--- config.mk ---
export PLATFORM = sky130hd
export DESIGN_NAME = mqtt_publish_body_parser_core_flat
export DESIGN_NICKNAME = d
export VERILOG_FILES = /design/src/rtl/core/mpbp_pkg.sv /design/src/rtl/core/mpbp_req_if.sv /design/src/rtl/core/mpbp_rsp_if.sv /design/src/rtl/core/mpbp_input_stage.sv /design/src/rtl/core/mpbp_parser.sv /design/src/rtl/core/mpbp_output_stage.sv /design/src/rtl/core/mqtt_publish_body_parser_core.sv /design/src/flat_wrapper.sv
export SDC_FILE = /design/constraint.sdc
export NUM_CORES = 1
export LEC_CHECK = 0
export BUFFER_PORTS_ARGS = -buffer_cell sky130_fd_sc_hd__buf_2
export CAP_MARGIN = 15
export CORE_ASPECT_RATIO = 0.5
export CORE_UTILIZATION = 45
export DETAILED_ROUTE_END_ITERATION = 12
export HOLD_SLACK_MARGIN = 0.08
export SLEW_MARGIN = 20
export SYNTH_ARGS = -nofsm -noshare
export SYNTH_HDL_FRONTEND = slang
export SYNTH_SLANG_ARGS = --single-unit
--- constraint.sdc ---
create_clock -name clock -period 4.8 [get_ports clock]
set_input_delay 0.24 -clock clock [delete_from_list [all_inputs] [get_ports clock]]
set_output_delay 0.24 -clock clock [all_outputs]
set_load 0.05 [all_outputs]
--- src/rtl/core/mpbp_pkg.sv ---
// ----------------------------------------------------------------------------
// mpbp_pkg
// Shared types and codes of the publish body parser: parse phases, byte
// classes, error codes and the request and response item layouts.
// ----------------------------------------------------------------------------
package mpbp_pkg;

   // parse phase, one-hot
   typedef enum logic [6:0] {
      PH_IDLE    = 7'b0000001,
      PH_TLEN    = 7'b0000010,
      PH_TOPIC   = 7'b0000100,
      PH_PKTID   = 7'b0001000,
      PH_PAYLOAD = 7'b0010000,
      PH_DONE    = 7'b0100000,
      PH_FAIL    = 7'b1000000
   } phase_type;

   // byte classes
   localparam logic [2:0] CLS_TLEN    = 3'd0;
   localparam logic [2:0] CLS_TOPIC   = 3'd1;
   localparam logic [2:0] CLS_PKTID   = 3'd2;
   localparam logic [2:0] CLS_PAYLOAD = 3'd3;
   localparam logic [2:0] CLS_NONE    = 3'd4;

   // error codes
   localparam logic [1:0] ERR_NONE       = 2'd0;
   localparam logic [1:0] ERR_ZERO_TOPIC = 2'd1;
   localparam logic [1:0] ERR_SHORT      = 2'd2;

   // size of a two-byte field (topic length, packet id)
   localparam logic [16:0] FIELD_BYTES = 17'd2;

   typedef struct packed {
      logic [7:0]  data_byte;
      logic        first_byte;
      logic [1:0]  qos_level;
      logic [27:0] remaining_length;
   } req_item_type;

   typedef struct packed {
      logic [2:0]  byte_class;
      logic [7:0]  echo_byte;
      logic [15:0] topic_length;
      logic [15:0] packet_id;
      logic        packet_done;
      logic [1:0]  error_code;
   } rsp_item_type;

   // request held in the input register
   typedef struct packed {
      logic         valid;
      req_item_type item;
   } hold_type;

endpackage

--- src/rtl/core/mpbp_req_if.sv ---
// ----------------------------------------------------------------------------
// mpbp_req_if
// Request channel: one body byte with its packet-start sideband.
// ----------------------------------------------------------------------------
interface mpbp_req_if;
   logic        valid;
   logic        ready;
   logic [7:0]  data_byte;
   logic        first_byte;
   logic [1:0]  qos_level;
   logic [27:0] remaining_length;

   modport source (output valid, output data_byte, output first_byte,
                   output qos_level, output remaining_length, input ready);
   modport sink   (input valid, input data_byte, input first_byte,
                   input qos_level, input remaining_length, output ready);
endinterface

--- src/rtl/core/mpbp_rsp_if.sv ---
// ----------------------------------------------------------------------------
// mpbp_rsp_if
// Response channel: classification and decoded fields of one body byte.
// ----------------------------------------------------------------------------
interface mpbp_rsp_if;
   logic        valid;
   logic        ready;
   logic [2:0]  byte_class;
   logic [7:0]  echo_byte;
   logic [15:0] topic_length;
   logic [15:0] packet_id;
   logic        packet_done;
   logic [1:0]  error_code;

   modport source (output valid, output byte_class, output echo_byte,
                   output topic_length, output packet_id, output packet_done,
                   output error_code, input ready);
   modport sink   (input valid, input byte_class, input echo_byte,
                   input topic_length, input packet_id, input packet_done,
                   input error_code, output ready);
endinterface

--- src/rtl/core/mpbp_input_stage.sv ---
// ----------------------------------------------------------------------------
// mpbp_input_stage
// Input register: captures one request and holds it until the parser takes it.
// ----------------------------------------------------------------------------
module mpbp_input_stage (
   input  logic             clock,
   input  logic             reset,
   mpbp_req_if.sink         req_chan,
   input  logic             take,
   output mpbp_pkg::hold_type hold
);
   import mpbp_pkg::*;

   logic         valid_ff;
   logic         valid_in;
   req_item_type item_ff;
   logic         load;

   // free when empty or when the held request moves on this cycle
   assign req_chan.ready = !valid_ff || take;
   assign load           = req_chan.valid && req_chan.ready;

   always_comb begin
      valid_in = valid_ff;
      if (load) begin
         valid_in = 1'b1;
      end else if (take) begin
         valid_in = 1'b0;
      end
   end

   always_ff @(posedge clock) begin
      if (reset) begin
         valid_ff <= 1'b0;
      end else begin
         valid_ff <= valid_in;
      end
   end

   // payload, no reset
   always_ff @(posedge clock) begin
      if (load) begin
         item_ff.data_byte        <= req_chan.data_byte;
         item_ff.first_byte       <= req_chan.first_byte;
         item_ff.qos_level        <= req_chan.qos_level;
         item_ff.remaining_length <= req_chan.remaining_length;
      end
   end

   assign hold.valid = valid_ff;
   assign hold.item  = item_ff;
endmodule

--- src/rtl/core/mpbp_parser.sv ---
// ----------------------------------------------------------------------------
// mpbp_parser
// Parse state and per-byte next-state logic; the state advances when the
// held request is taken into the result register.
// ----------------------------------------------------------------------------
module mpbp_parser (
   input  logic                   clock,
   input  logic                   reset,
   input  mpbp_pkg::hold_type     hold,
   input  logic                   take,
   output mpbp_pkg::rsp_item_type result
);
   import mpbp_pkg::*;

   phase_type   phase_ff, phase_in, cur_phase;
   logic [15:0] count_ff, count_in, cur_count;
   logic [7:0]  high_ff, high_in, cur_high;
   logic [15:0] tlen_ff, tlen_in, cur_tlen;
   logic [15:0] pid_ff, pid_in, cur_pid;
   logic [27:0] left_ff, left_in, cur_left;
   logic [16:0] hdr_ff, hdr_in, cur_hdr;
   logic [1:0]  qos_ff, qos_in, cur_qos;
   logic [1:0]  err_ff, err_in, cur_err;
   logic [27:0] rem_ff, rem_in, cur_rem;

   logic [7:0]  b;
   logic [15:0] word;
   logic [16:0] hdr_eff;
   logic [28:0] diff;
   logic        short_len;
   logic        start_pay;
   logic [15:0] count_dec;
   logic [27:0] left_dec;
   logic [2:0]  cls;
   logic        done;

   assign b    = hold.item.data_byte;
   assign word = {cur_high, b};

   // state seen by this byte: a packet start clears the parse
   always_comb begin
      cur_phase = phase_ff;
      cur_count = count_ff;
      cur_high  = high_ff;
      cur_tlen  = tlen_ff;
      cur_pid   = pid_ff;
      cur_left  = left_ff;
      cur_hdr   = hdr_ff;
      cur_qos   = qos_ff;
      cur_err   = err_ff;
      cur_rem   = rem_ff;
      if (hold.item.first_byte) begin
         cur_phase = PH_TLEN;
         cur_count = '0;
         cur_high  = '0;
         cur_tlen  = '0;
         cur_pid   = '0;
         cur_left  = '0;
         cur_hdr   = '0;
         cur_qos   = hold.item.qos_level;
         cur_err   = ERR_NONE;
         cur_rem   = hold.item.remaining_length;
      end
   end

   // header length check and payload size
   assign hdr_eff   = (cur_phase == PH_PKTID) ? cur_hdr + FIELD_BYTES : cur_hdr;
   assign diff      = {1'b0, cur_rem} - {12'b0, hdr_eff};
   assign short_len = diff[28] || (cur_rem == 28'd0);
   assign count_dec = cur_count - 16'd1;
   assign left_dec  = cur_left - 28'd1;

   // per-byte next state
   always_comb begin
      phase_in  = cur_phase;
      count_in  = cur_count;
      high_in   = cur_high;
      tlen_in   = cur_tlen;
      pid_in    = cur_pid;
      left_in   = cur_left;
      hdr_in    = cur_hdr;
      qos_in    = cur_qos;
      err_in    = cur_err;
      rem_in    = cur_rem;
      cls       = CLS_NONE;
      done      = 1'b0;
      start_pay = 1'b0;
      unique case (cur_phase)
         PH_TLEN: begin
            cls = CLS_TLEN;
            if (cur_count == 16'd0) begin
               high_in  = b;
               count_in = 16'd1;
            end else begin
               tlen_in = word;
               if (word == 16'd0) begin
                  err_in   = ERR_ZERO_TOPIC;
                  phase_in = PH_FAIL;
               end else begin
                  hdr_in   = {1'b0, word} + FIELD_BYTES;
                  count_in = word;
                  phase_in = PH_TOPIC;
               end
            end
         end
         PH_TOPIC: begin
            cls      = CLS_TOPIC;
            count_in = count_dec;
            if (count_dec == 16'd0) begin
               if (cur_qos != 2'd0) begin
                  phase_in = PH_PKTID;
               end else begin
                  start_pay = 1'b1;
               end
            end
         end
         PH_PKTID: begin
            cls = CLS_PKTID;
            if (cur_count == 16'd0) begin
               high_in  = b;
               count_in = 16'd1;
            end else begin
               pid_in    = word;
               count_in  = '0;
               hdr_in    = hdr_eff;
               start_pay = 1'b1;
            end
         end
         PH_PAYLOAD: begin
            cls     = CLS_PAYLOAD;
            left_in = left_dec;
            if (left_dec == 28'd0) begin
               phase_in = PH_DONE;
               done     = 1'b1;
            end
         end
         default: begin
            cls = CLS_NONE;
         end
      endcase

      // end of header: fail on shortfall, else start or finish the payload
      if (start_pay) begin
         if (short_len) begin
            err_in   = ERR_SHORT;
            phase_in = PH_FAIL;
         end else begin
            left_in = diff[27:0];
            if (diff[27:0] == 28'd0) begin
               phase_in = PH_DONE;
               done     = 1'b1;
            end else begin
               phase_in = PH_PAYLOAD;
            end
         end
      end
   end

   // parse state registers
   always_ff @(posedge clock) begin
      if (reset) begin
         phase_ff <= PH_IDLE;
         count_ff <= '0;
         high_ff  <= '0;
         tlen_ff  <= '0;
         pid_ff   <= '0;
         left_ff  <= '0;
         hdr_ff   <= '0;
         qos_ff   <= '0;
         err_ff   <= ERR_NONE;
         rem_ff   <= '0;
      end else if (take) begin
         phase_ff <= phase_in;
         count_ff <= count_in;
         high_ff  <= high_in;
         tlen_ff  <= tlen_in;
         pid_ff   <= pid_in;
         left_ff  <= left_in;
         hdr_ff   <= hdr_in;
         qos_ff   <= qos_in;
         err_ff   <= err_in;
         rem_ff   <= rem_in;
      end
   end

   assign result.byte_class   = cls;
   assign result.echo_byte    = b;
   assign result.topic_length = tlen_in;
   assign result.packet_id    = pid_in;
   assign result.packet_done  = done;
   assign result.error_code   = err_in;
endmodule

--- src/rtl/core/mpbp_output_stage.sv ---
// ----------------------------------------------------------------------------
// mpbp_output_stage
// Result register: holds one response until the sink takes it and tells
// the input side when the held request may move in.
// ----------------------------------------------------------------------------
module mpbp_output_stage (
   input  logic                   clock,
   input  logic                   reset,
   input  logic                   item_valid,
   input  mpbp_pkg::rsp_item_type result,
   output logic                   take,
   mpbp_rsp_if.source             rsp_chan
);
   import mpbp_pkg::*;

   logic         valid_ff;
   logic         valid_in;
   rsp_item_type data_ff;

   // move in when the register is empty or drains this cycle
   assign take = item_valid && (!valid_ff || rsp_chan.ready);

   always_comb begin
      valid_in = valid_ff;
      if (take) begin
         valid_in = 1'b1;
      end else if (rsp_chan.ready) begin
         valid_in = 1'b0;
      end
   end

   always_ff @(posedge clock) begin
      if (reset) begin
         valid_ff <= 1'b0;
      end else begin
         valid_ff <= valid_in;
      end
   end

   always_ff @(posedge clock) begin
      if (take) begin
         data_ff <= result;
      end
   end

   assign rsp_chan.valid        = valid_ff;
   assign rsp_chan.byte_class   = data_ff.byte_class;
   assign rsp_chan.echo_byte    = data_ff.echo_byte;
   assign rsp_chan.topic_length = data_ff.topic_length;
   assign rsp_chan.packet_id    = data_ff.packet_id;
   assign rsp_chan.packet_done  = data_ff.packet_done;
   assign rsp_chan.error_code   = data_ff.error_code;
endmodule

--- src/rtl/core/mqtt_publish_body_parser_core.sv ---
// ----------------------------------------------------------------------------
// mqtt_publish_body_parser_core
// Parses a publish packet body one byte per request and returns one
// response per byte.
// ----------------------------------------------------------------------------
// Takes one body byte per clock and returns one response per byte, in order.
// A byte sits in the input register while the parse logic classifies it
// and updates the parse state, then lands in the result register. The
// input register frees itself whenever its byte moves on, so a request
// is taken every clock while the sink keeps taking responses; a stalled
// sink holds at most one response and one request before request ready
// drops. A request with first_byte set samples QoS and remaining length
// and restarts the parse.
// ----------------------------------------------------------------------------
module mqtt_publish_body_parser_core (
   input  logic       clock,
   input  logic       reset,
   mpbp_req_if.sink   req_chan,
   mpbp_rsp_if.source rsp_chan
);
   import mpbp_pkg::*;

   hold_type     hold;
   rsp_item_type result;
   logic         take;

   // input register
   mpbp_input_stage u_input (
      .clock    (clock),
      .reset    (reset),
      .req_chan (req_chan),
      .take     (take),
      .hold     (hold)
   );

   // parse state and per-byte logic
   mpbp_parser u_parser (
      .clock  (clock),
      .reset  (reset),
      .hold   (hold),
      .take   (take),
      .result (result)
   );

   // result register
   mpbp_output_stage u_output (
      .clock      (clock),
      .reset      (reset),
      .item_valid (hold.valid),
      .result     (result),
      .take       (take),
      .rsp_chan   (rsp_chan)
   );
endmodule

--- src/flat_wrapper.sv ---
// flat-port wrapper written by rule: the top's interface ports become plain ports
module mqtt_publish_body_parser_core_flat import mpbp_pkg::*;
  (clock, reset, req_chan_valid, req_chan_data_byte, req_chan_first_byte, req_chan_qos_level, req_chan_remaining_length, req_chan_ready, rsp_chan_valid, rsp_chan_byte_class, rsp_chan_echo_byte, rsp_chan_topic_length, rsp_chan_packet_id, rsp_chan_packet_done, rsp_chan_error_code, rsp_chan_ready);
  mpbp_req_if req_chan_i ();
  mpbp_rsp_if rsp_chan_i ();
  input  logic clock;
  input  logic reset;
  input wire logic [$bits(req_chan_i.valid)-1:0] req_chan_valid;
  input wire logic [$bits(req_chan_i.data_byte)-1:0] req_chan_data_byte;
  input wire logic [$bits(req_chan_i.first_byte)-1:0] req_chan_first_byte;
  input wire logic [$bits(req_chan_i.qos_level)-1:0] req_chan_qos_level;
  input wire logic [$bits(req_chan_i.remaining_length)-1:0] req_chan_remaining_length;
  output wire logic [$bits(req_chan_i.ready)-1:0] req_chan_ready;
  output wire logic [$bits(rsp_chan_i.valid)-1:0] rsp_chan_valid;
  output wire logic [$bits(rsp_chan_i.byte_class)-1:0] rsp_chan_byte_class;
  output wire logic [$bits(rsp_chan_i.echo_byte)-1:0] rsp_chan_echo_byte;
  output wire logic [$bits(rsp_chan_i.topic_length)-1:0] rsp_chan_topic_length;
  output wire logic [$bits(rsp_chan_i.packet_id)-1:0] rsp_chan_packet_id;
  output wire logic [$bits(rsp_chan_i.packet_done)-1:0] rsp_chan_packet_done;
  output wire logic [$bits(rsp_chan_i.error_code)-1:0] rsp_chan_error_code;
  input wire logic [$bits(rsp_chan_i.ready)-1:0] rsp_chan_ready;
  assign req_chan_i.valid = req_chan_valid;
  assign req_chan_i.data_byte = req_chan_data_byte;
  assign req_chan_i.first_byte = req_chan_first_byte;
  assign req_chan_i.qos_level = req_chan_qos_level;
  assign req_chan_i.remaining_length = req_chan_remaining_length;
  assign req_chan_ready = req_chan_i.ready;
  assign rsp_chan_valid = rsp_chan_i.valid;
  assign rsp_chan_byte_class = rsp_chan_i.byte_class;
  assign rsp_chan_echo_byte = rsp_chan_i.echo_byte;
  assign rsp_chan_topic_length = rsp_chan_i.topic_length;
  assign rsp_chan_packet_id = rsp_chan_i.packet_id;
  assign rsp_chan_packet_done = rsp_chan_i.packet_done;
  assign rsp_chan_error_code = rsp_chan_i.error_code;
  assign rsp_chan_i.ready = rsp_chan_ready;
  mqtt_publish_body_parser_core u_core (.clock(clock), .reset(reset), .req_chan(req_chan_i), .rsp_chan(rsp_chan_i));
endmodule
==> metrics.sh <==
RUN_STATUS='finished clean'
CTS_MAX_LEVEL=1
INITIAL_ANTENNA_VIOLATION_COUNT=0
GLOBALROUTEOVERFLOWTOTAL=0
CRITICALPATHCATEGORY='reg2reg'
FIN_WORST_SKEW_NS=0.01389
ENDPOINT_KIND='register'
R2R.WORST_PATH.CELLS=16
CP_MAX_FO=81
HOLD_END='u_core.u_parser.count_ff[5]'
RR_ENDPOINT='u_core.u_parser.phase_ff[5]'
AVGROUTEDWIREPERCELL_UM=19.89
HP-CLASS='in2reg'
POST_DRT_VIA_CELL_RATIO=6.050
DR.FIRST_ITER.DRC_COUNT=1081
POSTSYNTHCELLCOUNT=1558
HPWL_UM=27670
CLOCKROOTBUFFER='clkbuf_16'
YOSYS_REGISTER_BITS=227
CHIPWIDTH_UM=243.4
POWER_DENSITY_mW_PER_MM2=328.4
RD_PLACE_CONGESTION=0.9505
AREA_AFTER_DETAILED_PLACEMENT_MM2=0.01390
FP.DIEH_UM=122.7
MAXIMUM_ACHIEVABLE_FREQUENCY_MHz=220.5
YS_TOP_CELLS_BY_COUNT='239 x nand2_1, 149 x nor2_1, 142 x dfxtp_1'
INSERTION_DELAY_NS=0.55
GRT_PASS1_VIAS=11370
GROUTE.USAGE.OVERALL=0.2697
CTS.REPORTEDPATHS.CLKPINSLEW_NS=0.07
UNREPAIRED_SETUP_ENDPOINTS_AFTER_GLOBAL_ROUTING='false'
DRC=0
SLEW_HEADROOM=0.2898
SYNTH_FP_NETS=1624
NETLIST.AREA_LEADER.SHARE=0.2169
REPORT.FINAL.HOLD_VIOL_COUNT=0
TOTAL_DIE_AREA_MM2=0.02986
WORSTHOLDPATHCELLS=2
SYN_TO_FINAL_GROWTH_PCT=16.22
VDD.IR_DROP.WORST_mV=0.2670
FIN_AREA_MM2=0.01523
YS_TOP_CELLS_BY_AREA='dfxtp_1 22%, edfxtp_1 19%, nand2_1 6.8%'
SYNTH-SEQ-AREA-SHARE=0.4116
STARTPOINT_TYPE='register'
CRIT_ARRIVAL_NS=5.01
ANTENNA_VIOLATING_NETS_POST_ROUTE=0
POST_SYNTH_INSTANCE_AREA_MM2=0.01311
AVGSYNTHCELLAREA_UM2=8.413
FIN_SETUP_TNS_NS=0
CTS_TREE='done'
FINISH.NET_COUNT=1709
PLACEMENT_ROWS=43
CRITPATHREQUIREDTIME_NS=5.28
POWER_LEAKAGE_nW=5.577
POST_LAYOUT_NONFILLER_INSTANCES=2042
CORE_MM2=0.02814
NUM_IO_PINS=91
VIAS=12360
CTS.SINK_COUNT=227
REPORT.FINAL.SLEW_VIOL_COUNT=0
PERIOD_SHARE=0.9447
SYNTH-EDFF-COUNT=85
DRT_WL_TOTAL_UM=40620
TIMING.REG2REG.SETUP_SLACK_NS=0.27
POSTSYNTH.TOPFLOPCELL='dfxtp_1'
YOSYS_WARNINGS=0
NUMBER_OF_INPUT_AND_OUTPUT_PORT_BUFFERS_INSERTED=90
YOSYSTOPAREACELL='dfxtp_1'
CLOCKBUFFERDEPTH=3
ASYNC_SR_FLOP_FRACTION=0
DRT_FIRST_PASS_ITERS=6
DRIVE_GT1_FRAC=0.1434
MAX_SLEW.WORST_PIN.SLEW_NS=1.065
MAX_CAP_VIOLATIONS=0
FINALSETUPVIOLCOUNT=0
PLACEDCELLCOUNT=1956
TIMING.RR.START='u_core.u_input.hold[30]'
HOLD_PATH.STARTPOINT='reset'
NETLIST-CELL-TYPE-COUNT=90
INITIAL_UTILIZATION=0.4658
GRT_FIRST_PASS_WIRELENGTH_UM=63510
CTS_BUFFERS=23
FINALCRITICALPERIOD_NS=4.534
GRT_MAX_DEGREE=87
ANTENNA-DIODE-COUNT=0
SYNTH_MOST_COMMON_CELL='nand2_1'
[flip-flops by register name, indices dropped and copies added, names as in the netlist]
| register | flops |
|---|---|
| u_core.u_input.valid_ff | 1 |
| u_core.u_parser.count_ff | 16 |
| u_core.u_parser.qos_ff | 2 |
| u_core.u_input.hold | 39 |
| u_core.u_output.rsp_chan.error_code | 2 |
| u_core.u_parser.phase_ff | 7 |
| u_core.u_parser.rem_ff | 28 |
| u_core.u_parser.left_ff | 28 |
| u_core.u_output.rsp_chan.valid | 1 |
| u_core.u_parser.hdr_ff | 17 |
| u_core.u_parser.tlen_ff | 16 |
| u_core.u_output.rsp_chan.byte_class | 3 |
| u_core.u_parser.err_ff | 2 |
| u_core.u_output.rsp_chan.echo_byte | 8 |
| u_core.u_parser.high_ff | 8 |
| u_core.u_output.rsp_chan.packet_id | 16 |
| u_core.u_output.rsp_chan.packet_done | 1 |
| u_core.u_parser.pid_ff | 16 |
| u_core.u_output.rsp_chan.topic_length | 16 |
[layer usage]
layer	vias to the layer above	wire length, um	track usage
met4	0	1057	0.07469
met3	73	2680	0.03149
met5	-	0	0
met1	5915	19480	0.3955
li1	5893	-	-
met2	474	17410	0.4179
[layout by cell type (no fill, tap or decap), drive strengths merged, types with 6 or more instances in the layout]
cell / instances
inv: 21
nor3b: 9
o211ai: 14
nand2: 239
clkbuf: 32
mux2: 14
a21oi: 140
dfxtp: 142
nor2b: 17
nand3: 32
nor4: 23
nand2b: 6
a31oi: 19
o21ai: 80
o22ai: 18
or2: 7
o31ai: 8
a211oi: 20
xor2: 19
and2: 12
buf: 136
a22oi: 22
o21a: 8
and3: 23
a21o: 18
nor4b: 6
edfxtp: 85
mux2i: 22
dlygate4sd3: 42
or4: 12
a22o: 13
xnor2: 39
ha: 22
nor3: 47
nor2: 149
or3: 13
nand4: 26
[power by group]
group / total, mW / internal (mW) / switching, mW / leakage, nW
combinational: 0.863 / 0.307 / 0.556 / 3.20
clock: 2.00 / 1.17 / 0.822 / 0.404
sequential: 2.14 / 2.07 / 0.0711 / 1.97
[through the flow]
step	util	total power, mW	worst slack, ns	hold slack (ns)
3_3_place_gp	0.4941	2.991	0.2515	0.4169
3_5_place_dp	0.4941	2.999	0.1268	0.4181
4_1_cts	0.5383	5.008	0.07392	0.2007
5_1_grt	0.5414	5.191	0.01726	0.2349
6_report	0.5414	5.002	0.2657	0.2162
2_1_floorplan	-	2.741	0.04848	0.3389
[critical path, stage by stage, from the launching register on]
cell       delay, ns
edfxtp_1        0.47
buf_12          0.37
inv_4           0.18
and4_1          0.22
and3_1          0.19
xnor2_1         0.18
or2_2           0.30
ha_1            0.38
and4_1          0.34
o211ai_2        0.13
a31oi_1         0.30
buf_4           0.20
nor4_2          0.05
xnor2_1         0.15
or4_4           0.47
o32ai_4         0.35
o2bb2ai_1       0.15
[worst max-delay path by stage]
stage	start	to	slack, ns	cells past startpoint
after CTS	u_core.u_parser.phase_ff[4]	u_core.u_parser.phase_ff[5]	0.07	18
after detailed placement	u_core.u_parser.phase_ff[4]	u_core.u_parser.phase_ff[5]	0.13	18
after global placement	u_core.u_parser.phase_ff[4]	u_core.u_parser.phase_ff[5]	0.25	15
after global routing	u_core.u_input.hold[30]	u_core.u_parser.phase_ff[5]	0.02	18
final	u_core.u_input.hold[30]	u_core.u_parser.phase_ff[5]	0.27	16
after floorplan	u_core.u_input.hold[30]	u_core.u_parser.phase_ff[5]	0.05	21
[cell type report]
cell class                      instances  area (um2)
Clock inverter                         10       173.9
Sequential cell                       227        5395
Multi-Input combinational cell       1195        7218
Clock buffer                           32       649.4
Fill cell                            2582       12900
Tap cell                              382       478.0
Timing Repair Buffer                  178        1244
Inverter                               18       75.07
[cells by family after synthesis]
family,count (synthesis),share of synthesized area
compound gates,436,0.2188
xor+xnor,58,0.03876
fa+ha+maj,23,0.02253
buf+inv,136,0.04334
flops,227,0.4116
mux,36,0.02969
simple gates,642,0.2353
[repair_timing]
| item | CTS | global route |
|---|---|---|
| buffers inserted | 0 | 2 |
| hold buffers | 42 | 0 |
| endpoints found under the hold margin | 41 | 0 |
| gates resized for setup | 0 | 20 |
| setup endpoints to repair | 0 | 4 |
(Power assumes the default switching activity.)
